===== src/rtl/disk_image_sector_chain_writer_top_defines.svh =====
// assertion macros for the sector chain writer
// used by the top level only, expects clk and rst_n in scope
`ifndef DISK_IMAGE_SECTOR_CHAIN_WRITER_TOP_DEFINES_SVH
`define DISK_IMAGE_SECTOR_CHAIN_WRITER_TOP_DEFINES_SVH

// condition must never hold outside reset
`define DSCW_ASSERT_NEVER(lbl, cond, msg) \
  lbl: assert property (@(posedge clk) disable iff (!rst_n) !(cond)) else $error(msg);

// same-cycle implication
`define DSCW_ASSERT_IMPLY(lbl, ante, cons, msg) \
  lbl: assert property (@(posedge clk) disable iff (!rst_n) (ante) |-> (cons)) \
    else $error(msg);

// next-cycle implication
`define DSCW_ASSERT_NEXT(lbl, ante, cons, msg) \
  lbl: assert property (@(posedge clk) disable iff (!rst_n) (ante) |=> (cons)) \
    else $error(msg);

`endif


===== src/rtl/dscw_ram.sv =====
// generic single-clock ram, one write port and one registered read port
// no dependencies
`default_nettype none

module dscw_ram #(
  parameter int WIDTH = 8,
  parameter int DEPTH = 256
) (
  input  wire logic                     clk,
  input  wire logic                     we,
  input  wire logic [$clog2(DEPTH)-1:0] waddr,
  input  wire logic [WIDTH-1:0]         wdata,
  input  wire logic                     re,
  input  wire logic [$clog2(DEPTH)-1:0] raddr,
  output logic      [WIDTH-1:0]         rdata
);

  logic [WIDTH-1:0] mem [DEPTH];

  // write port
  always_ff @(posedge clk) begin
    if (we) begin
      mem[waddr] <= wdata;
    end
  end

  // read port, data held while not enabled
  always_ff @(posedge clk) begin
    if (re) begin
      rdata <= mem[raddr];
    end
  end

endmodule

`default_nettype wire


===== config.mk =====
export PLATFORM = sky130hd
export DESIGN_NAME = dscw_ram
export DESIGN_NICKNAME = d
export VERILOG_FILES = /design/src/rtl/disk_image_sector_chain_writer_top_defines.svh /design/src/rtl/dscw_ram.sv
export SDC_FILE = /design/constraint.sdc
export NUM_CORES = 2
export LEC_CHECK = 0
export BUFFER_PORTS_ARGS = -buffer_cell sky130_fd_sc_hd__buf_2
export CORE_ASPECT_RATIO = 1.2
export CORE_MARGIN = 3
export CORE_UTILIZATION = 63
export CTS_BUF_LIST = sky130_fd_sc_hd__clkbuf_8 sky130_fd_sc_hd__clkbuf_16
export DETAILED_ROUTE_END_ITERATION = 8
export PLACE_DENSITY_LB_ADDON = 0.05
export SLEW_MARGIN = 40
export SYNTH_ARGS = -nofsm -noshare
export SYNTH_HDL_FRONTEND = slang
export SYNTH_SLANG_ARGS = --single-unit

===== constraint.sdc =====
create_clock -name clk -period 3.25 [get_ports clk]
set_clock_uncertainty 0.2 [all_clocks]
set_input_delay 0.325 -clock clk [delete_from_list [all_inputs] [get_ports clk]]
set_output_delay 0.325 -clock clk [all_outputs]
set_load 0.02 [all_outputs]

==> impl_metrics.toml <==
[route]
avgRoutedWirePerCell_um = 32.5
drt_pass1_iterations = 6
ant_nets = 0
vias = 40800
drc = 0
routed_wirelength_um = 198000
routed_via_density = 6.69
drt_iter0_drc = 5066

[clock_tree]
cts_setup_buffers = 0
cts_buffers = 188
cts_root_buffer = "clkbuf_16"
htree_levels = 4
cts_tree = "done"
clock-sinks = 2056
clk_pin_slew_ns = 0.06
clk_path_buf_depth = 3
clk_latency_ns = 0.82

[power]
ir_worst_vdd_uv = 496
p_total_uw = 53800
leakagePower_uw = 0.0297
power_density_nw_per_um2 = 587

[setup_path]
required_ns = 3.68
r2r_setup_slack_ns = 0.29
crit_type = "reg -> reg"
end_kind = "flip-flop"
crit_path_max_fanout = 1
cp.arrival_ns = 3.39
worstSetupStartpointType = "flip-flop"

[min_path]
hold_path.class = "in -> reg"

[place]
io_buffer_count = 34
place.gp.congestion = 0.897
dpl.hpwl_um = 128000
dp.cells = 5737

[finish]
drive_above_1_share = 0.300
post-route-util = 0.732
syn_to_final_growth_pct = 15.1
nets = 4309
final_cells = 6098
fillCellCount = 7206

[floorplanning]
initial_utilization = 0.636
die_y_um = 395
num_rows = 142
die_area_um2 = 131000
pin_count = 35
die_w_um = 331
design.core.area_um2 = 125000

[logic_synthesis]
synth_cell_types = 54
synthCells = 3733
ys_ff_latch = 2056
yosys_warnings = 0
yosysSeqAreaShare = 0.775
postSynthAreaPerCell_um2 = 21.3
synth_area_um2 = 79600
synth_area_leaders = "edfxtp_1 (78%), mux4_2 (13%), mux2i_1 (1.7%)"
yosysTopAreaCellShare = 0.775
syn_nets = 3760
post-synth-top-area-cell = "edfxtp_1"

[sta]
fmax_mhz = 338
worst-slew-pin-transition_ns = 0.907
maxSlewHeadroom = 0.394
drv_slew = 0
rsz0062_at_grt = "no"
hold_viol = 0
fin_tns_setup_ns = 0
period_needed_ns = 2.96
post-route-period-util = 0.910
finalSetupViolCount = 0

[global_routing]
grt_pass1_wl_um = 291000
grt_usage = 0.313
antenna_found_initial = 6
grt_max_degree = 110
grt_overflow = 0
grt_pass1_vias = 42000

[flow_run]
maxCapViolCount = 0

[outcome]
status = "complete, no violations"
-- cell usage in the layout (no fill, tap or decap), drive strengths merged, types with 48 or more instances in the layout --
master	n
a21oi	96
a22oi	133
buf	576
clkbuf	200
clkinv	81
edfxtp	2056
inv	48
mux2i	134
mux4	456
nor2	282
-- worst max-delay path, stage by stage, from the launching register on --
cell and delay, ns:
edfxtp_1 0.34, mux4_2 0.26, mux4_2 0.23, nor2_1 0.05, buf_4 0.18, a2111oi_1 0.78, nor3_1 0.25, buf_4 0.24
nor4_1 0.26
-- report_power, final --
| part | leakage [uW] | internal (uW) | switching, uW |
|---|---|---|---|
| registers | 0.0185 | 29200 | 30.7 |
| clock network | 0.00311 | 12300 | 9400 |
| logic | 0.00810 | 1120 | 1780 |
| total | 0.0297 | 42600 | 11200 |
-- Yosys cell counts, drive strengths merged --
library cell / count
edfxtp: 2056
mux4: 456
nor2: 282
mux2i: 134
a22oi: 133
buf: 122
clkbuf: 111
a21oi: 96
o221ai: 47
nand3: 34
nand2: 33
nor2b: 31
o22ai: 28
nor4: 27
nor3: 22
a211oi: 16
a221oi: 14
o21ai: 12
nand4: 10
o211ai: 10
a22o: 8
nand2b: 8
and2: 6
a2111oi: 5
o22a: 5
o32ai: 5
or2: 4
a311oi: 2
a31oi: 2
and3b: 2
nand3b: 2
a21boi: 1
and3: 1
clkinv: 1
inv: 1
mux2: 1
nor3b: 1
nor4b: 1
o311ai: 1
or2b: 1
or3b: 1
-- stage by stage --
| stage | setup slack [ns] | instance area, um^2 | hold WS (ns) |
|---|---|---|---|
| after CTS | 0.284 | 91600 | 0.00515 |
| after global routing | 0.254 | 91700 | 0.0795 |
| after floorplan | 0.649 | 79600 | 0.224 |
| after detailed placement | -0.321 | 85500 | 0.547 |
| after global placement | -0.462 | 85500 | 0.550 |
| final | 0.292 | 91700 | 0.0648 |
-- sequential cells by signal, summed over array words and instances, names as in the netlist --
signal	cells
mem	2048
rdata	8
-- area by class of cell --
class	instances	area (um^2)	area share
inverters	2	7.51	0.0000819
repair buffers	592	5310	0.0580
well taps	1656	2070	0.0226
clock buffers	193	4830	0.0527
flip-flops and latches	2056	61700	0.673
multi-input cells	1442	16500	0.180
clock inverters	154	1220	0.0133
diodes	3	7.51	0.0000819
-- routing by layer --
metal,GRT usage,vias to the layer above,wire length [um]
li1,-,16800,-
met1,0.432,21500,73400
met2,0.503,2060,98500
met3,0.0564,441,17200
met4,0.129,6,9080
met5,0,-,46
-- timing repair --
item / 4_1_cts / 5_1_grt
resized for setup: 0 / 0
hold buffers: 7 / 2
hold endpoints to repair: 246 / 91
setup endpoints to repair: 0 / 0
-- final timing paths --
path          startpoint           to  depth (start not counted)
max reg2reg  mem[136][4]     rdata[4]                          8
max          mem[136][4]     rdata[4]                          8
min             wdata[3]  mem[246][3]                          1
min reg2reg   mem[51][2]     rdata[2]                          6
-- cell families (layout without fill, tap and decap cells) --
logic type             count (synthesis)  in the layout  synth area share
multiplexers                         591            591             0.146
AO/OA/AOI/OAI                        385            385            0.0342
buffers and inverters                235            941            0.0183
other                                  0              3                 0
flip-flops                          2056           2056             0.775
AND/OR/NAND/NOR                      466            466            0.0263
(Power assumes the default switching activity.)
