$ cat src/rtl/disk_image_sector_chain_writer_top_defines.svh
// assertion macros for the sector chain writer
// used by the top level only, expects clk and rst_n in scope
`ifndef DISK_IMAGE_SECTOR_CHAIN_WRITER_TOP_DEFINES_SVH
`define DISK_IMAGE_SECTOR_CHAIN_WRITER_TOP_DEFINES_SVH

// condition must never hold outside reset
`define DSCW_ASSERT_NEVER(lbl, cond, msg) \
  lbl: assert property (@(posedge clk) disable iff (!rst_n) !(cond)) else $error(msg);

// same-cycle implication
`define DSCW_ASSERT_IMPLY(lbl, ante, cons, msg) \
  lbl: assert property (@(posedge clk) disable iff (!rst_n) (ante) |-> (cons)) \
    else $error(msg);

// next-cycle implication
`define DSCW_ASSERT_NEXT(lbl, ante, cons, msg) \
  lbl: assert property (@(posedge clk) disable iff (!rst_n) (ante) |=> (cons)) \
    else $error(msg);

`endif

$ cat src/rtl/dscw_pkg.sv
// shared constants, types and table functions of the sector chain writer
// no dependencies; imported by every module of the block except dscw_ram
`default_nettype none

package dscw_pkg;

  // geometry
  localparam int SECTOR_BYTES = 256;
  localparam int PAGE_COUNT   = 802;
  localparam int IMAGE_BYTES  = PAGE_COUNT * SECTOR_BYTES;
  localparam int IMG_AW       = 18;
  localparam int PAGE_W       = 10;
  localparam int TRK_W        = 6;
  localparam int SEC_W        = 5;
  localparam int MAX_TRACKS   = 42;
  localparam int MAP_TRACK    = 18;
  localparam logic [PAGE_W-1:0] MAP_PAGE = 10'd357;

  // fill byte codes
  localparam logic [7:0] FILL_FULL  = 8'hFF;
  localparam logic [7:0] FILL_FIRST = 8'h02;
  localparam logic [7:0] FILL_EMPTY = 8'h00;

  // request modes
  localparam logic [1:0] MODE_WRITE = 2'd0;
  localparam logic [1:0] MODE_CLOSE = 2'd1;
  localparam logic [1:0] MODE_READ  = 2'd2;

  // config port
  localparam int CFG_AW = 3;
  localparam int CFG_DW = 32;
  localparam logic REG_NUM_TRACKS = 1'b0;
  localparam logic REG_SKIP_DIR   = 1'b1;

  typedef struct packed {
    logic [TRK_W-1:0] num_tracks;
    logic             skip_dir;
  } cfg_regs_t;

  typedef struct packed {
    logic             ok;
    logic [TRK_W-1:0] trk;
    logic [SEC_W-1:0] sec;
  } nav_res_t;

  // sectors per track, zero outside 1..42
  function automatic logic [SEC_W-1:0] trk_sectors(input logic [TRK_W-1:0] t);
    logic [SEC_W-1:0] n;
    if (t == 6'd0 || t > 6'(MAX_TRACKS)) n = 5'd0;
    else if (t < 6'd18) n = 5'd21;
    else if (t < 6'd25) n = 5'd19;
    else if (t < 6'd31) n = 5'd18;
    else n = 5'd17;
    return n;
  endfunction

  // first sector page of each track
  function automatic logic [PAGE_W-1:0] trk_first(input logic [TRK_W-1:0] t);
    logic [PAGE_W-1:0] p;
    case (t)
      6'd1:  p = 10'd0;    6'd2:  p = 10'd21;   6'd3:  p = 10'd42;   6'd4:  p = 10'd63;
      6'd5:  p = 10'd84;   6'd6:  p = 10'd105;  6'd7:  p = 10'd126;  6'd8:  p = 10'd147;
      6'd9:  p = 10'd168;  6'd10: p = 10'd189;  6'd11: p = 10'd210;  6'd12: p = 10'd231;
      6'd13: p = 10'd252;  6'd14: p = 10'd273;  6'd15: p = 10'd294;  6'd16: p = 10'd315;
      6'd17: p = 10'd336;  6'd18: p = 10'd357;  6'd19: p = 10'd376;  6'd20: p = 10'd395;
      6'd21: p = 10'd414;  6'd22: p = 10'd433;  6'd23: p = 10'd452;  6'd24: p = 10'd471;
      6'd25: p = 10'd490;  6'd26: p = 10'd508;  6'd27: p = 10'd526;  6'd28: p = 10'd544;
      6'd29: p = 10'd562;  6'd30: p = 10'd580;  6'd31: p = 10'd598;  6'd32: p = 10'd615;
      6'd33: p = 10'd632;  6'd34: p = 10'd649;  6'd35: p = 10'd666;  6'd36: p = 10'd683;
      6'd37: p = 10'd700;  6'd38: p = 10'd717;  6'd39: p = 10'd734;  6'd40: p = 10'd751;
      6'd41: p = 10'd768;  6'd42: p = 10'd785;
      default: p = 10'd0;
    endcase
    return p;
  endfunction

  // page of a sector, out-of-range track or sector folds to the first one
  function automatic logic [PAGE_W-1:0] sec_page(input logic [TRK_W-1:0] trk,
                                                 input logic [SEC_W-1:0] sec);
    logic [TRK_W-1:0] tt;
    logic [SEC_W-1:0] ss;
    tt = (trk == 6'd0 || trk > 6'(MAX_TRACKS)) ? 6'd1 : trk;
    ss = (sec >= trk_sectors(tt)) ? 5'd0 : sec;
    return trk_first(tt) + {5'd0, ss};
  endfunction

  // interleave tables per speed zone
  function automatic logic [SEC_W-1:0] ilv_z3(input logic [SEC_W-1:0] i);
    return (i < 5'd11) ? 5'(i + 5'd10) : 5'(i - 5'd11);
  endfunction

  function automatic logic [SEC_W-1:0] ilv_z2(input logic [SEC_W-1:0] i);
    return (i < 5'd9) ? 5'(i + 5'd10) : 5'(i - 5'd9);
  endfunction

  function automatic logic [SEC_W-1:0] ilv_t18(input logic [SEC_W-1:0] i);
    return (i < 5'd16) ? 5'(i + 5'd3) : 5'(i - 5'd16);
  endfunction

  function automatic logic [SEC_W-1:0] ilv_z1(input logic [SEC_W-1:0] i);
    logic [SEC_W-1:0] r;
    if (i < 5'd8) r = 5'(i + 5'd10);
    else if (i == 5'd8) r = 5'd1;
    else if (i == 5'd9) r = 5'd0;
    else r = 5'(i - 5'd8);
    return r;
  endfunction

  function automatic logic [SEC_W-1:0] ilv_z0(input logic [SEC_W-1:0] i);
    return (i < 5'd7) ? 5'(i + 5'd10) : 5'(i - 5'd7);
  endfunction

  // reset content of one image byte: zero except the blank allocation map
  function automatic logic [7:0] init_byte(input logic [IMG_AW-1:0] a);
    logic [7:0]       off;
    logic [TRK_W-1:0] k;
    logic [SEC_W-1:0] n;
    logic [7:0]       v;
    off = a[7:0];
    k   = off[7:2];
    n   = trk_sectors(k);
    v   = 8'h00;
    if (a[IMG_AW-1:8] == MAP_PAGE && off >= 8'd4 && off <= 8'd143
        && k != 6'(MAP_TRACK)) begin
      case (off[1:0])
        2'd0: v = {3'd0, n};
        2'd1: v = 8'hFF;
        2'd2: v = 8'hFF;
        default: v = (n == 5'd21) ? 8'h1F : (n == 5'd19) ? 8'h07 :
                     (n == 5'd18) ? 8'h03 : 8'h01;
      endcase
    end
    return v;
  endfunction

endpackage

`default_nettype wire

$ cat src/rtl/dscw_cfg.sv
// configuration registers behind the apb-style port
// depends on dscw_pkg
`default_nettype none

module dscw_cfg import dscw_pkg::*; (
  input  wire logic              clk,
  input  wire logic              rst_n,
  input  wire logic              psel,
  input  wire logic              penable,
  input  wire logic              pwrite,
  input  wire logic [CFG_AW-1:0] paddr,
  input  wire logic [CFG_DW-1:0] pwdata,
  output logic      [CFG_DW-1:0] prdata,
  output logic                   pready,
  output cfg_regs_t              cfg
);

  logic [TRK_W-1:0] num_tracks_r, num_tracks_nxt;
  logic             skip_dir_r, skip_dir_nxt;
  logic             wr_en;

  assign pready = 1'b1;
  assign wr_en  = psel && penable && pwrite;

  // register writes, decoded on the word address bit
  always_comb begin
    num_tracks_nxt = num_tracks_r;
    skip_dir_nxt   = skip_dir_r;
    if (wr_en) begin
      case (paddr[2])
        REG_NUM_TRACKS: num_tracks_nxt = pwdata[TRK_W-1:0];
        REG_SKIP_DIR:   skip_dir_nxt   = pwdata[0];
        default: ;
      endcase
    end
  end

  always_ff @(posedge clk) begin
    if (!rst_n) begin
      num_tracks_r <= 6'd35;
      skip_dir_r   <= 1'b1;
    end else begin
      num_tracks_r <= num_tracks_nxt;
      skip_dir_r   <= skip_dir_nxt;
    end
  end

  // read mux
  always_comb begin
    case (paddr[2])
      REG_NUM_TRACKS: prdata = {{(CFG_DW-TRK_W){1'b0}}, num_tracks_r};
      REG_SKIP_DIR:   prdata = {{(CFG_DW-1){1'b0}}, skip_dir_r};
      default:        prdata = '0;
    endcase
  end

  assign cfg.num_tracks = num_tracks_r;
  assign cfg.skip_dir   = skip_dir_r;

endmodule

`default_nettype wire

$ cat config.mk
export PLATFORM = sky130hd
export DESIGN_NAME = dscw_cfg
export DESIGN_NICKNAME = d
export VERILOG_FILES = /design/src/rtl/disk_image_sector_chain_writer_top_defines.svh /design/src/rtl/dscw_pkg.sv /design/src/rtl/dscw_cfg.sv
export SDC_FILE = /design/constraint.sdc
export NUM_CORES = 1
export LEC_CHECK = 0
export ABC_AREA = 0
export BUFFER_PORTS_ARGS = -buffer_cell sky130_fd_sc_hd__buf_2
export CAP_MARGIN = 30
export CORE_MARGIN = 2
export CORE_UTILIZATION = 30
export DETAILED_ROUTE_END_ITERATION = 12
export GPL_ROUTABILITY_DRIVEN = 0
export PLACE_DENSITY = 0.91
export REMOVE_ABC_BUFFERS = 1
export SYNTH_ARGS = -nofsm -noshare
export SYNTH_HDL_FRONTEND = slang
export SYNTH_SLANG_ARGS = --single-unit
$ cat constraint.sdc
create_clock -name clk -period 0.9 [get_ports clk]
set_clock_uncertainty 0.1 [all_clocks]
set_input_delay 0.18 -clock clk [delete_from_list [all_inputs] [get_ports clk]]
set_output_delay 0.18 -clock clk [all_outputs]
set_load 0.005 [all_outputs]
==> flow_summary.json <==
{
  "tritoncts": "done",
  "die_y_um": 47.99,
  "nets": 145,
  "cp-end-kind": "primary output",
  "clk_path_buf_depth": 2,
  "vias_per_cell": 3.659,
  "finalHoldViolCount": 0,
  "detail-route-antenna-nets": 0,
  "vias": 472,
  "finalSetupViolations": 16,
  "htreeDepth": 1,
  "ir_drop_mv": 0.4233,
  "grt_pass1_wl_um": 1600,
  "crit_chain": "mux2_2 -> buf_2",
  "power_mw": 0.7704,
  "arrival_ns": 0.94,
  "syn_inst": 67,
  "portBuffers": 24,
  "yosysWarnings": 0,
  "critical_path_class": "reg -> out",
  "start_util": 0.3291,
  "drc_errors": 0,
  "max_stage_delay_ns": 0.32,
  "final_cell_mix": "conb_1 (27), buf_6 (17), buf_2 (15)",
  "cp_slowest_cell": "dfxtp_2",
  "placed_cells": 121,
  "antenna_cells": 0,
  "drt_pass1_iterations": 3,
  "antenna_found_initial": 0,
  "switching_share": 0.2583,
  "powerDensity_nw_per_um2": 928.7,
  "dieWidth_um": 47.99,
  "seq_area_frac_synth": 0.2414,
  "num_rows": 15,
  "leakage_nw": 0.4286,
  "dieArea_um2": 2303,
  "path_max_fanout": 2,
  "first_iter_violations": 5,
  "p_seq_frac": 0.418,
  "cts.sinks": 7,
  "hold_class": "in -> reg",
  "p_comb_frac": 0.203,
  "fin_crit_sh": 1.355,
  "drive_gt1_frac": 0.5288,
  "ys_seq_elements": 7,
  "io_pins": 80,
  "min_period_ns": 1.220,
  "path_clk_slew_ns": 0.06,
  "layout_setup_ws_ns": -0.3197,
  "drt-total-wl_um": 1146,
  "fillerInstances": 177,
  "grt_start_max_net_pins": 14,
  "violations": "negative setup slack",
  "clkPwrFrac": 0.379,
  "power_switching_mw": 0.1990,
  "p_int_mw": 0.5714,
  "start_kind": "register",
  "syn_to_final_growth_pct": 42.89,
  "overflow": 0,
  "final_common_cell": "conb_1",
  "maxSlewViolCount": 0,
  "clk_latency_ns": 0.24,
  "core_area_um2": 1764,
  "grt.total_usage": 0.1014,
  "fin_cells": 129,
  "fmax_mhz": 819.9,
  "worstPathRequired_ns": 0.62,
  "dpl.hpwl_um": 912.8,
  "rsz0062_at_grt": "true",
  "drv_cap": 0,
  "final_util": 0.4702,
  "syn_avg_cell_area_um2": 8.665,
  "cts-root-buf": "clkbuf_4",
  "yosys.cell_types.count": 12,
  "grt_pass1_vias": 417,
  "cts_made_buffers": 3,
  "wl_per_cell_um": 8.884,
  "outcome": "finished with violations",
  "synth_area_um2": 580.6
}
==> critical path: cells and delay by family, from the launching register on <==
family	cells	cell delay [ns]
mux	1	0.24
flops	1	0.32
buf+inv	1	0.12
==> cells in the mapped netlist <==
cell,number,share of area
nand2_1,6,0.039
and4b_1,1,0.017
dfxtp_1,7,0.24
and2b_2,5,0.075
buf_6,1,0.019
nor2b_1,7,0.075
clkbuf_1,1,0.0065
nand4_1,1,0.011
conb_1,2,0.013
buf_4,28,0.36
mux2i_1,7,0.12
mux2_2,1,0.019
==> layer usage <==
| layer | share of wire | GRT usage | up-vias |
|---|---|---|---|
| li1 | - | - | 230 |
| met1 | 0.36 | 0.1051 | 209 |
| met2 | 0.54 | 0.1893 | 33 |
| met3 | 0.10 | 0.03396 | 0 |
| met4 | 0 | 0.03243 | 0 |
| met5 | 0 | 0 | - |
==> layout make-up <==
| class | instances | area [um^2] | share of cell area |
|---|---|---|---|
| Multi-Input combinational cell | 55 | 311.5 | 0.3756 |
| Timing Repair Buffer | 38 | 311.5 | 0.3756 |
| Sequential cell | 7 | 148.9 | 0.1795 |
| Tap cell | 25 | 31.28 | 0.03771 |
| Clock buffer | 4 | 26.28 | 0.03167 |
==> logic make-up (layout without fill, tap and decap cells) <==
group                  count (synthesis)  count (layout)  share of synthesized area
other                                  2              27                    0.01294
multiplexers                           8               8                     0.1401
AND/OR/NAND/NOR                       20              20                     0.2177
buffers and inverters                 30              42                     0.3879
flip-flops                             7               7                     0.2414
==> flip-flops by register name (all words and copies together) (netlist names) <==
register,flops
skip_dir_r,1
num_tracks_r,6
==> path summary, 6_finish.rpt <==
check / from / to / slack, ns / cells past startpoint
setup / recovery: num_tracks_r[0] / prdata[0] / -0.32 / 2
hold / removal: pwdata[3] / num_tracks_r[3] / 0.07 / 3
setup reg to reg: skip_dir_r / skip_dir_r / -0.04 / 4
hold reg to reg: num_tracks_r[3] / num_tracks_r[3] / 0.46 / 3
==> power groups by stage <==
| stage | Sequential, mW | Clock [mW] | Combinational (mW) |
|---|---|---|---|
| 2_1_floorplan | 0.329 | 0 | 0.0593 |
| 3_3_place_gp | 0.326 | 0 | 0.126 |
| 3_5_place_dp | 0.327 | 0 | 0.130 |
| 4_1_cts | 0.322 | 0.300 | 0.145 |
| 5_1_grt | 0.322 | 0.330 | 0.177 |
| 6_report | 0.322 | 0.292 | 0.157 |
==> repair_timing <==
action | 4_1_cts | 5_1_grt
setup buffers | 3 | 3
resized for setup | 17 | 10
endpoints found under the setup margin | 13 | 16
hold buffers | 0 | 0
==> per-stage QoR <==
step	setup slack (ns)	TNS (ns)	hold slack [ns]	area [um^2]
final	-0.3197	-2.817	0.07365	829.5
after detailed placement	-0.2067	-1.898	0.3382	675.6
after global routing	-0.3516	-3.332	0.06687	829.5
after CTS	-0.3186	-2.766	0.06664	788.3
after global placement	-0.1346	-1.582	0.3290	675.6
after floorplan	-0.05587	-0.3352	0.2221	449.2
No activity file was read; power rests on OpenSTA's default activity.
