`src/rtl/disk_image_sector_chain_writer_top_defines.svh`:
```
// assertion macros for the sector chain writer
// used by the top level only, expects clk and rst_n in scope
`ifndef DISK_IMAGE_SECTOR_CHAIN_WRITER_TOP_DEFINES_SVH
`define DISK_IMAGE_SECTOR_CHAIN_WRITER_TOP_DEFINES_SVH

// condition must never hold outside reset
`define DSCW_ASSERT_NEVER(lbl, cond, msg) \
  lbl: assert property (@(posedge clk) disable iff (!rst_n) !(cond)) else $error(msg);

// same-cycle implication
`define DSCW_ASSERT_IMPLY(lbl, ante, cons, msg) \
  lbl: assert property (@(posedge clk) disable iff (!rst_n) (ante) |-> (cons)) \
    else $error(msg);

// next-cycle implication
`define DSCW_ASSERT_NEXT(lbl, ante, cons, msg) \
  lbl: assert property (@(posedge clk) disable iff (!rst_n) (ante) |=> (cons)) \
    else $error(msg);

`endif

```
`src/rtl/dscw_pkg.sv`:
```
// shared constants, types and table functions of the sector chain writer
// no dependencies; imported by every module of the block except dscw_ram
`default_nettype none

package dscw_pkg;

  // geometry
  localparam int SECTOR_BYTES = 256;
  localparam int PAGE_COUNT   = 802;
  localparam int IMAGE_BYTES  = PAGE_COUNT * SECTOR_BYTES;
  localparam int IMG_AW       = 18;
  localparam int PAGE_W       = 10;
  localparam int TRK_W        = 6;
  localparam int SEC_W        = 5;
  localparam int MAX_TRACKS   = 42;
  localparam int MAP_TRACK    = 18;
  localparam logic [PAGE_W-1:0] MAP_PAGE = 10'd357;

  // fill byte codes
  localparam logic [7:0] FILL_FULL  = 8'hFF;
  localparam logic [7:0] FILL_FIRST = 8'h02;
  localparam logic [7:0] FILL_EMPTY = 8'h00;

  // request modes
  localparam logic [1:0] MODE_WRITE = 2'd0;
  localparam logic [1:0] MODE_CLOSE = 2'd1;
  localparam logic [1:0] MODE_READ  = 2'd2;

  // config port
  localparam int CFG_AW = 3;
  localparam int CFG_DW = 32;
  localparam logic REG_NUM_TRACKS = 1'b0;
  localparam logic REG_SKIP_DIR   = 1'b1;

  typedef struct packed {
    logic [TRK_W-1:0] num_tracks;
    logic             skip_dir;
  } cfg_regs_t;

  typedef struct packed {
    logic             ok;
    logic [TRK_W-1:0] trk;
    logic [SEC_W-1:0] sec;
  } nav_res_t;

  // sectors per track, zero outside 1..42
  function automatic logic [SEC_W-1:0] trk_sectors(input logic [TRK_W-1:0] t);
    logic [SEC_W-1:0] n;
    if (t == 6'd0 || t > 6'(MAX_TRACKS)) n = 5'd0;
    else if (t < 6'd18) n = 5'd21;
    else if (t < 6'd25) n = 5'd19;
    else if (t < 6'd31) n = 5'd18;
    else n = 5'd17;
    return n;
  endfunction

  // first sector page of each track
  function automatic logic [PAGE_W-1:0] trk_first(input logic [TRK_W-1:0] t);
    logic [PAGE_W-1:0] p;
    case (t)
      6'd1:  p = 10'd0;    6'd2:  p = 10'd21;   6'd3:  p = 10'd42;   6'd4:  p = 10'd63;
      6'd5:  p = 10'd84;   6'd6:  p = 10'd105;  6'd7:  p = 10'd126;  6'd8:  p = 10'd147;
      6'd9:  p = 10'd168;  6'd10: p = 10'd189;  6'd11: p = 10'd210;  6'd12: p = 10'd231;
      6'd13: p = 10'd252;  6'd14: p = 10'd273;  6'd15: p = 10'd294;  6'd16: p = 10'd315;
      6'd17: p = 10'd336;  6'd18: p = 10'd357;  6'd19: p = 10'd376;  6'd20: p = 10'd395;
      6'd21: p = 10'd414;  6'd22: p = 10'd433;  6'd23: p = 10'd452;  6'd24: p = 10'd471;
      6'd25: p = 10'd490;  6'd26: p = 10'd508;  6'd27: p = 10'd526;  6'd28: p = 10'd544;
      6'd29: p = 10'd562;  6'd30: p = 10'd580;  6'd31: p = 10'd598;  6'd32: p = 10'd615;
      6'd33: p = 10'd632;  6'd34: p = 10'd649;  6'd35: p = 10'd666;  6'd36: p = 10'd683;
      6'd37: p = 10'd700;  6'd38: p = 10'd717;  6'd39: p = 10'd734;  6'd40: p = 10'd751;
      6'd41: p = 10'd768;  6'd42: p = 10'd785;
      default: p = 10'd0;
    endcase
    return p;
  endfunction

  // page of a sector, out-of-range track or sector folds to the first one
  function automatic logic [PAGE_W-1:0] sec_page(input logic [TRK_W-1:0] trk,
                                                 input logic [SEC_W-1:0] sec);
    logic [TRK_W-1:0] tt;
    logic [SEC_W-1:0] ss;
    tt = (trk == 6'd0 || trk > 6'(MAX_TRACKS)) ? 6'd1 : trk;
    ss = (sec >= trk_sectors(tt)) ? 5'd0 : sec;
    return trk_first(tt) + {5'd0, ss};
  endfunction

  // interleave tables per speed zone
  function automatic logic [SEC_W-1:0] ilv_z3(input logic [SEC_W-1:0] i);
    return (i < 5'd11) ? 5'(i + 5'd10) : 5'(i - 5'd11);
  endfunction

  function automatic logic [SEC_W-1:0] ilv_z2(input logic [SEC_W-1:0] i);
    return (i < 5'd9) ? 5'(i + 5'd10) : 5'(i - 5'd9);
  endfunction

  function automatic logic [SEC_W-1:0] ilv_t18(input logic [SEC_W-1:0] i);
    return (i < 5'd16) ? 5'(i + 5'd3) : 5'(i - 5'd16);
  endfunction

  function automatic logic [SEC_W-1:0] ilv_z1(input logic [SEC_W-1:0] i);
    logic [SEC_W-1:0] r;
    if (i < 5'd8) r = 5'(i + 5'd10);
    else if (i == 5'd8) r = 5'd1;
    else if (i == 5'd9) r = 5'd0;
    else r = 5'(i - 5'd8);
    return r;
  endfunction

  function automatic logic [SEC_W-1:0] ilv_z0(input logic [SEC_W-1:0] i);
    return (i < 5'd7) ? 5'(i + 5'd10) : 5'(i - 5'd7);
  endfunction

  // reset content of one image byte: zero except the blank allocation map
  function automatic logic [7:0] init_byte(input logic [IMG_AW-1:0] a);
    logic [7:0]       off;
    logic [TRK_W-1:0] k;
    logic [SEC_W-1:0] n;
    logic [7:0]       v;
    off = a[7:0];
    k   = off[7:2];
    n   = trk_sectors(k);
    v   = 8'h00;
    if (a[IMG_AW-1:8] == MAP_PAGE && off >= 8'd4 && off <= 8'd143
        && k != 6'(MAP_TRACK)) begin
      case (off[1:0])
        2'd0: v = {3'd0, n};
        2'd1: v = 8'hFF;
        2'd2: v = 8'hFF;
        default: v = (n == 5'd21) ? 8'h1F : (n == 5'd19) ? 8'h07 :
                     (n == 5'd18) ? 8'h03 : 8'h01;
      endcase
    end
    return v;
  endfunction

endpackage

`default_nettype wire

```
`src/rtl/dscw_nav.sv`:
```
// next-sector selection: interleave by speed zone, track step, disk-full check
// depends on dscw_pkg
`default_nettype none

module dscw_nav import dscw_pkg::*; (
  input  wire logic [TRK_W-1:0] trk,
  input  wire logic [SEC_W-1:0] sec,
  input  wire cfg_regs_t        cfg,
  output nav_res_t              nav
);

  logic [TRK_W-1:0] last_trk;
  logic [SEC_W-1:0] nsec;

  // tracks in use, clamped to the largest geometry
  assign last_trk = (cfg.num_tracks > 6'(MAX_TRACKS)) ? 6'(MAX_TRACKS) : cfg.num_tracks;

  // interleave step, index folded into the zone's sector count
  always_comb begin
    if (trk < 6'd18)
      nsec = ilv_z3((sec >= 5'd21) ? 5'(sec - 5'd21) : sec);
    else if (trk == 6'(MAP_TRACK))
      nsec = ilv_t18((sec >= 5'd19) ? 5'(sec - 5'd19) : sec);
    else if (trk < 6'd25)
      nsec = ilv_z2((sec >= 5'd19) ? 5'(sec - 5'd19) : sec);
    else if (trk < 6'd31)
      nsec = ilv_z1((sec >= 5'd18) ? 5'(sec - 5'd18) : sec);
    else
      nsec = ilv_z0((sec >= 5'd17) ? 5'(sec - 5'd17) : sec);
  end

  // wrap to sector zero moves to the next track, maybe over the directory track
  always_comb begin
    nav.ok  = 1'b1;
    nav.sec = nsec;
    nav.trk = trk;
    if (nsec == 5'd0) begin
      if (trk >= last_trk) begin
        nav.ok = 1'b0;
      end else if (trk == 6'd17 && cfg.skip_dir) begin
        nav.trk = 6'd19;
      end else begin
        nav.trk = 6'(trk + 6'd1);
      end
    end
  end

endmodule

`default_nettype wire

```
`config.mk`:
```
export PLATFORM = sky130hd
export DESIGN_NAME = dscw_nav
export DESIGN_NICKNAME = d
export VERILOG_FILES = /design/src/rtl/disk_image_sector_chain_writer_top_defines.svh /design/src/rtl/dscw_pkg.sv /design/src/rtl/dscw_nav.sv
export SDC_FILE = /design/constraint.sdc
export NUM_CORES = 1
export LEC_CHECK = 0
export BUFFER_PORTS_ARGS = -buffer_cell sky130_fd_sc_hd__clkbuf_2
export CAP_MARGIN = 30
export CORE_AREA = 2 2 58 70
export DETAILED_ROUTE_END_ITERATION = 8
export DIE_AREA = 0 0 60 72
export PLACE_DENSITY = 0.95
export SETUP_SLACK_MARGIN = 0.3
export SLEW_MARGIN = 20
export SYNTH_ARGS = -nofsm -noshare
export SYNTH_HDL_FRONTEND = slang
export SYNTH_SLANG_ARGS = --single-unit
```
`constraint.sdc`:
```
create_clock -name vclk -period 12.3
set_input_delay 2.46 -clock vclk [all_inputs]
set_output_delay 2.46 -clock vclk [all_outputs]
set_load 0.1 [all_outputs]
```
==> out/qor.yml, run 1 <==
outcome: "finished clean"
grt_pass1_vias: 2416
postRouteAntennaNets: 0
yosysTopAreaCell: "ha_1"
grt_use_met1_pct: 35.0
hold_viol: 0
synthTopCellsByArea: "ha_1, a21oi_1, nand2_1"
slew_violations: 0
cellLeakagePower_nw: 1.09
period_share_pct: 80.7
pre_cts_ws_ns: 2.47
grt_pass1_wl_mm: 10.6
drt_first_iter_violations: 159
cp-start-kind: "primary input"
layout-drive-gt1-share_pct: 16.6
vias: 2612
layout.nets: 379
met2_usage_pct: 54.3
busiest_layer: "met2"
initial_core_util_pct: 62.7
drt_pass1_iterations: 5
fin_tns_setup_ns: 0
synth_top_cells_by_count: "ha_1, nand2_1, a21oi_1, nor2_1, inv_1"
cellPowerDensity_mw_per_mm2: 61.2
grt-ovfl-total: 0
area_growth_pct: 4.84
cts_setup_buffers: 0
portBuffers: 30
synth_cell_type_count: 76
required_ns: 9.84
cp_slowest_cell: "nor3_1"
p_sw_share_pct: 69.1
design.seq.count: 0
p_seq_share_pct: 0
hp-class: "in2out"
synth_fp_nets: 366
die_width_um: 60
crit_family: "simple AND/OR/NAND/NOR gates"
fin_crit_ns: 9.92
path_buf_inv: 4
drc_errors: 0
ctsHoldBuffers: 0
setup_ws_ns: 2.38
fill_cells: 308
crit_fanout: 12
die_area_sq_mm: 0.00432
p_sw_w: 0.000101
tightestPinTransition_ns: 0.875
timing.fmax_mhz: 101
total_power_w: 0.000146
grt_use_met3_pct: 1.96
wirelength_mm: 6.52
io_pins: 30
peakVddDrop_uv: 37.7
synth.cell_area_sq_mm: 0.00228
die_y_um: 72
slew_headroom_pct: 41.4
cts_resized: 0
grt_usage_pct: 30.1
yosysTopAreaCellShare_pct: 15.4
fin_cells: 383
arrival_ns: 7.46
yosysSeqAreaShare_pct: 0
drv_cap: 0
clockPowerShare_pct: 0
seq_area_sq_um: 0
avgViaCountPerCell: 6.82
path_cells: "clkbuf_2 -> inv_1 -> ha_1 -> a211oi_2 -> a21o_1 -> mux2i_1 -> inv_1 -> ha_1 -> nor2b_1 -> o21ai_0 -> nor2_1 -> nor3_1 -> mux2_2 -> o221a_2 -> nand4b_1 -> nor2_1 -> mux2_2 -> clkbuf_2"
rows: 24
power_frac_comb_pct: 100.0
path_class: "in2out"
synthCells: 320
antenna_found_initial: 0
max_stage_delay_ns: 0.43
grt_start_max_net_pins: 34
n_antenna_cell: 0
gp_congestion: 1.02
drt-wirelength-per-cell_um: 17.0
dp.final_hpwl_mm: 5.09
dp_cells: 383
setup_viol: 0
yosysWarnings: 0
crit_path_end_kind: "output pin"
syn_area_per_cell_sq_um: 7.12
rsz0062_at_grt: "no"
nClkBuffers: 0
internal-power_w: 0.0000452
core_area_sq_mm: 0.00363
-- cells by family after synthesis --
kind of cell | Yosys count | synth area share (%)
AOI/OAI and AO/OA | 108 | 35.5
buffers and inverters | 38 | 7.75
adders and majority gates | 28 | 15.4
and+or+nand+nor | 115 | 27.7
muxes | 13 | 6.10
xor gates and xnor gates | 18 | 7.53
-- placed cells by master (no fill, tap or decap), types with 9 or more instances in the layout --
cell	netlist	layout
a21oi_1	21	21
clkbuf_2	0	30
ha_1	28	28
inv_1	17	17
mux2i_1	9	9
nand2_1	28	28
nand2b_1	11	11
nor2_1	21	21
o21ai_0	14	14
xnor2_1	11	11
-- layer usage --
metal | vias up | wire length, um
met1 | 1203 | 2510
met4 | 0 | 341
met3 | 36 | 393
met5 | - | 0
met2 | 146 | 3270
li1 | 1227 | -
-- path summary, 6_finish.rpt --
check / startpoint / end / slack [ns] / depth (start not counted)
max: sec[1] / nav[5] / 2.38 / 18
min: trk[2] / nav[7] / 5.56 / 3
-- through the flow --
step / utilization (%) / hold slack (ns) / cell area [sq um]
2_1_floorplan: - / 5.39 / 2280
3_3_place_gp: 65.7 / 5.55 / 2390
3_5_place_dp: 65.7 / 5.56 / 2390
4_1_cts: 65.7 / 5.56 / 2390
5_1_grt: 65.7 / 5.59 / 2390
6_report: 65.7 / 5.56 / 2390
-- power groups by stage --
stage	logic (W)	clock network (W)	registers, W
final	0.000146	0	0
after global routing	0.000155	0	0
after floorplan	0.000117	0	0
after CTS	0.000143	0	0
after detailed placement	0.000143	0	0
after global placement	0.000138	0	0
-- cell type report --
cell class	count	area [sq um]	share of cell area [%]
Tap cell	52	65.1	2.73
Timing Repair Buffer	30	150	6.29
Multi-Input combinational cell	282	2100	88.0
Inverter	19	71.3	2.99
(Power assumes the default switching activity.)
==> run 2, diff against run 1 <==
--- a/config.mk
+++ b/config.mk
@@ -7,10 +7,10 @@
 export LEC_CHECK = 0
 export BUFFER_PORTS_ARGS = -buffer_cell sky130_fd_sc_hd__clkbuf_2
 export CAP_MARGIN = 30
-export CORE_AREA = 2 2 58 70
+export CORE_AREA = 2 2 62 75
 export DETAILED_ROUTE_END_ITERATION = 8
-export DIE_AREA = 0 0 60 72
-export PLACE_DENSITY = 0.95
+export DIE_AREA = 0 0 64 77
+export PLACE_DENSITY = 0.9
 export SETUP_SLACK_MARGIN = 0.3
 export SLEW_MARGIN = 20
 export SYNTH_ARGS = -nofsm -noshare
==> constraint.sdc (replaced) <==
create_clock -name vclk -period 8.9
set_input_delay 1.78 -clock vclk [all_inputs]
set_output_delay 1.78 -clock vclk [all_outputs]
set_load 0.1 [all_outputs]
==> out/qor.yml, run 2 (synthesized netlist as in run 1, its figures left out) <==
arrival_ns: 6.60
cts_setup_buffers: 0
io_pins: 30
required_ns: 7.12
fin_tns_setup_ns: 0
die_area_sq_mm: 0.00493
fin_crit_ns: 8.38
cellLeakagePower_nw: 1.10
grt_pass1_wl_mm: 10.6
area_growth_pct: 7.86
gp_congestion: 0.917
die_y_um: 77
avgViaCountPerCell: 6.56
tightestPinTransition_ns: 0.738
fill_cells: 387
cellPowerDensity_mw_per_mm2: 83.0
drt-wirelength-per-cell_um: 16.9
outcome: "finished clean"
multi_input_area_sq_mm: 0.00214
fin_cells: 389
setup_viol: 0
seq_area_sq_um: 0
grt_start_max_net_pins: 32
n_antenna_cell: 0
portBuffers: 30
layout-drive-gt1-share_pct: 19.2
nClkBuffers: 0
ctsHoldBuffers: 0
wirelength_mm: 6.56
timing.fmax_mhz: 119
cts_resized: 0
grt_usage_pct: 25.4
hold_viol: 0
drv_cap: 0
drc_errors: 0
rsz0062_at_grt: "no"
hold_ws_ns: 4.14
drt_first_iter_violations: 170
path_class: "in2out"
cp-start-kind: "primary input"
initial_core_util_pct: 54.3
dp_cells: 389
layout.nets: 381
grt-ovfl-total: 0
hp-class: "in2out"
drt_pass1_iterations: 5
vias: 2553
postRouteAntennaNets: 0
period_share_pct: 94.1
die_width_um: 64
antenna_found_initial: 0
slew_violations: 0
crit_path_end_kind: "output pin"
rows: 26
grt_pass1_vias: 2405
mostFrequentLayoutCells: "nand2_1, ha_1, clkbuf_2"
crit_fanout: 12
slew_headroom_pct: 50.6
core_area_sq_mm: 0.00420
peakVddDrop_uv: 47.8
design.seq.count: 0
dp.final_hpwl_mm: 4.95
-- run 2: changes by cell type in the layout (fill, tap and decap cells not counted) --
cell / change
nor3_2: +2
nor2_1: -1
nor2_2: +1
buf_4: +2
clkbuf_2: -6
buf_2: +3
a31oi_2: +1
a31oi_1: -1
nor3_1: -2
xor2_2: +3
xor2_1: -3
clkbuf_4: +3
-- run 2: routing by layer --
| metal | vias up | global-route usage [%] | wire [um] |
|---|---|---|---|
| li1 | 1230 | - | - |
| met1 | 1198 | 28.7 | 2610 |
| met2 | 107 | 48.0 | 3420 |
| met3 | 18 | 2.49 | 357 |
| met4 | 0 | 8.91 | 170 |
| met5 | - | 0 | 0 |
-- run 2: stage by stage --
step | worst slack (ns) | cell area [sq um] | util [%] | total power, W
2_1_floorplan | 0.400 | 2310 | - | 0.000162
3_3_place_gp | 0.788 | 2440 | 58.1 | 0.000194
3_5_place_dp | 0.436 | 2440 | 58.1 | 0.000198
4_1_cts | 0.431 | 2440 | 58.1 | 0.000199
5_1_grt | 0.290 | 2460 | 58.5 | 0.000218
6_report | 0.524 | 2460 | 58.5 | 0.000204
-- run 2: worst max-delay path: stages --
cell and delay, ns:
clkbuf_2 0.23, inv_1 0.21, ha_1 0.30, a211oi_2 0.33
a21o_1 0.25, mux2i_1 0.37, inv_1 0.14, ha_1 0.24
nor2b_1 0.16, o21ai_0 0.20, nor2_1 0.10, nor3_2 0.30
mux2_2 0.40, o221a_2 0.29, nand4b_1 0.34, nor2_2 0.26
mux2_2 0.37, buf_2 0.30
-- run 2: where the power goes --
part / switching (W) / internal [W] / leakage, nW / total (W)
Combinational: 0.000140 / 0.0000640 / 1.10 / 0.000204
Sequential: 0 / 0 / 0 / 0
Clock: 0 / 0 / 0 / 0
-- run 2: path summary, 6_finish.rpt --
check,from,end,cells past startpoint
setup / recovery,sec[1],nav[6],18
hold / removal,trk[2],nav[7],3
-- run 2: layout make-up --
class	instances	share of cell area, %
multi-input cells	282	87.2
repair buffers	32	7.03
inverters	19	2.90
well taps	56	2.85
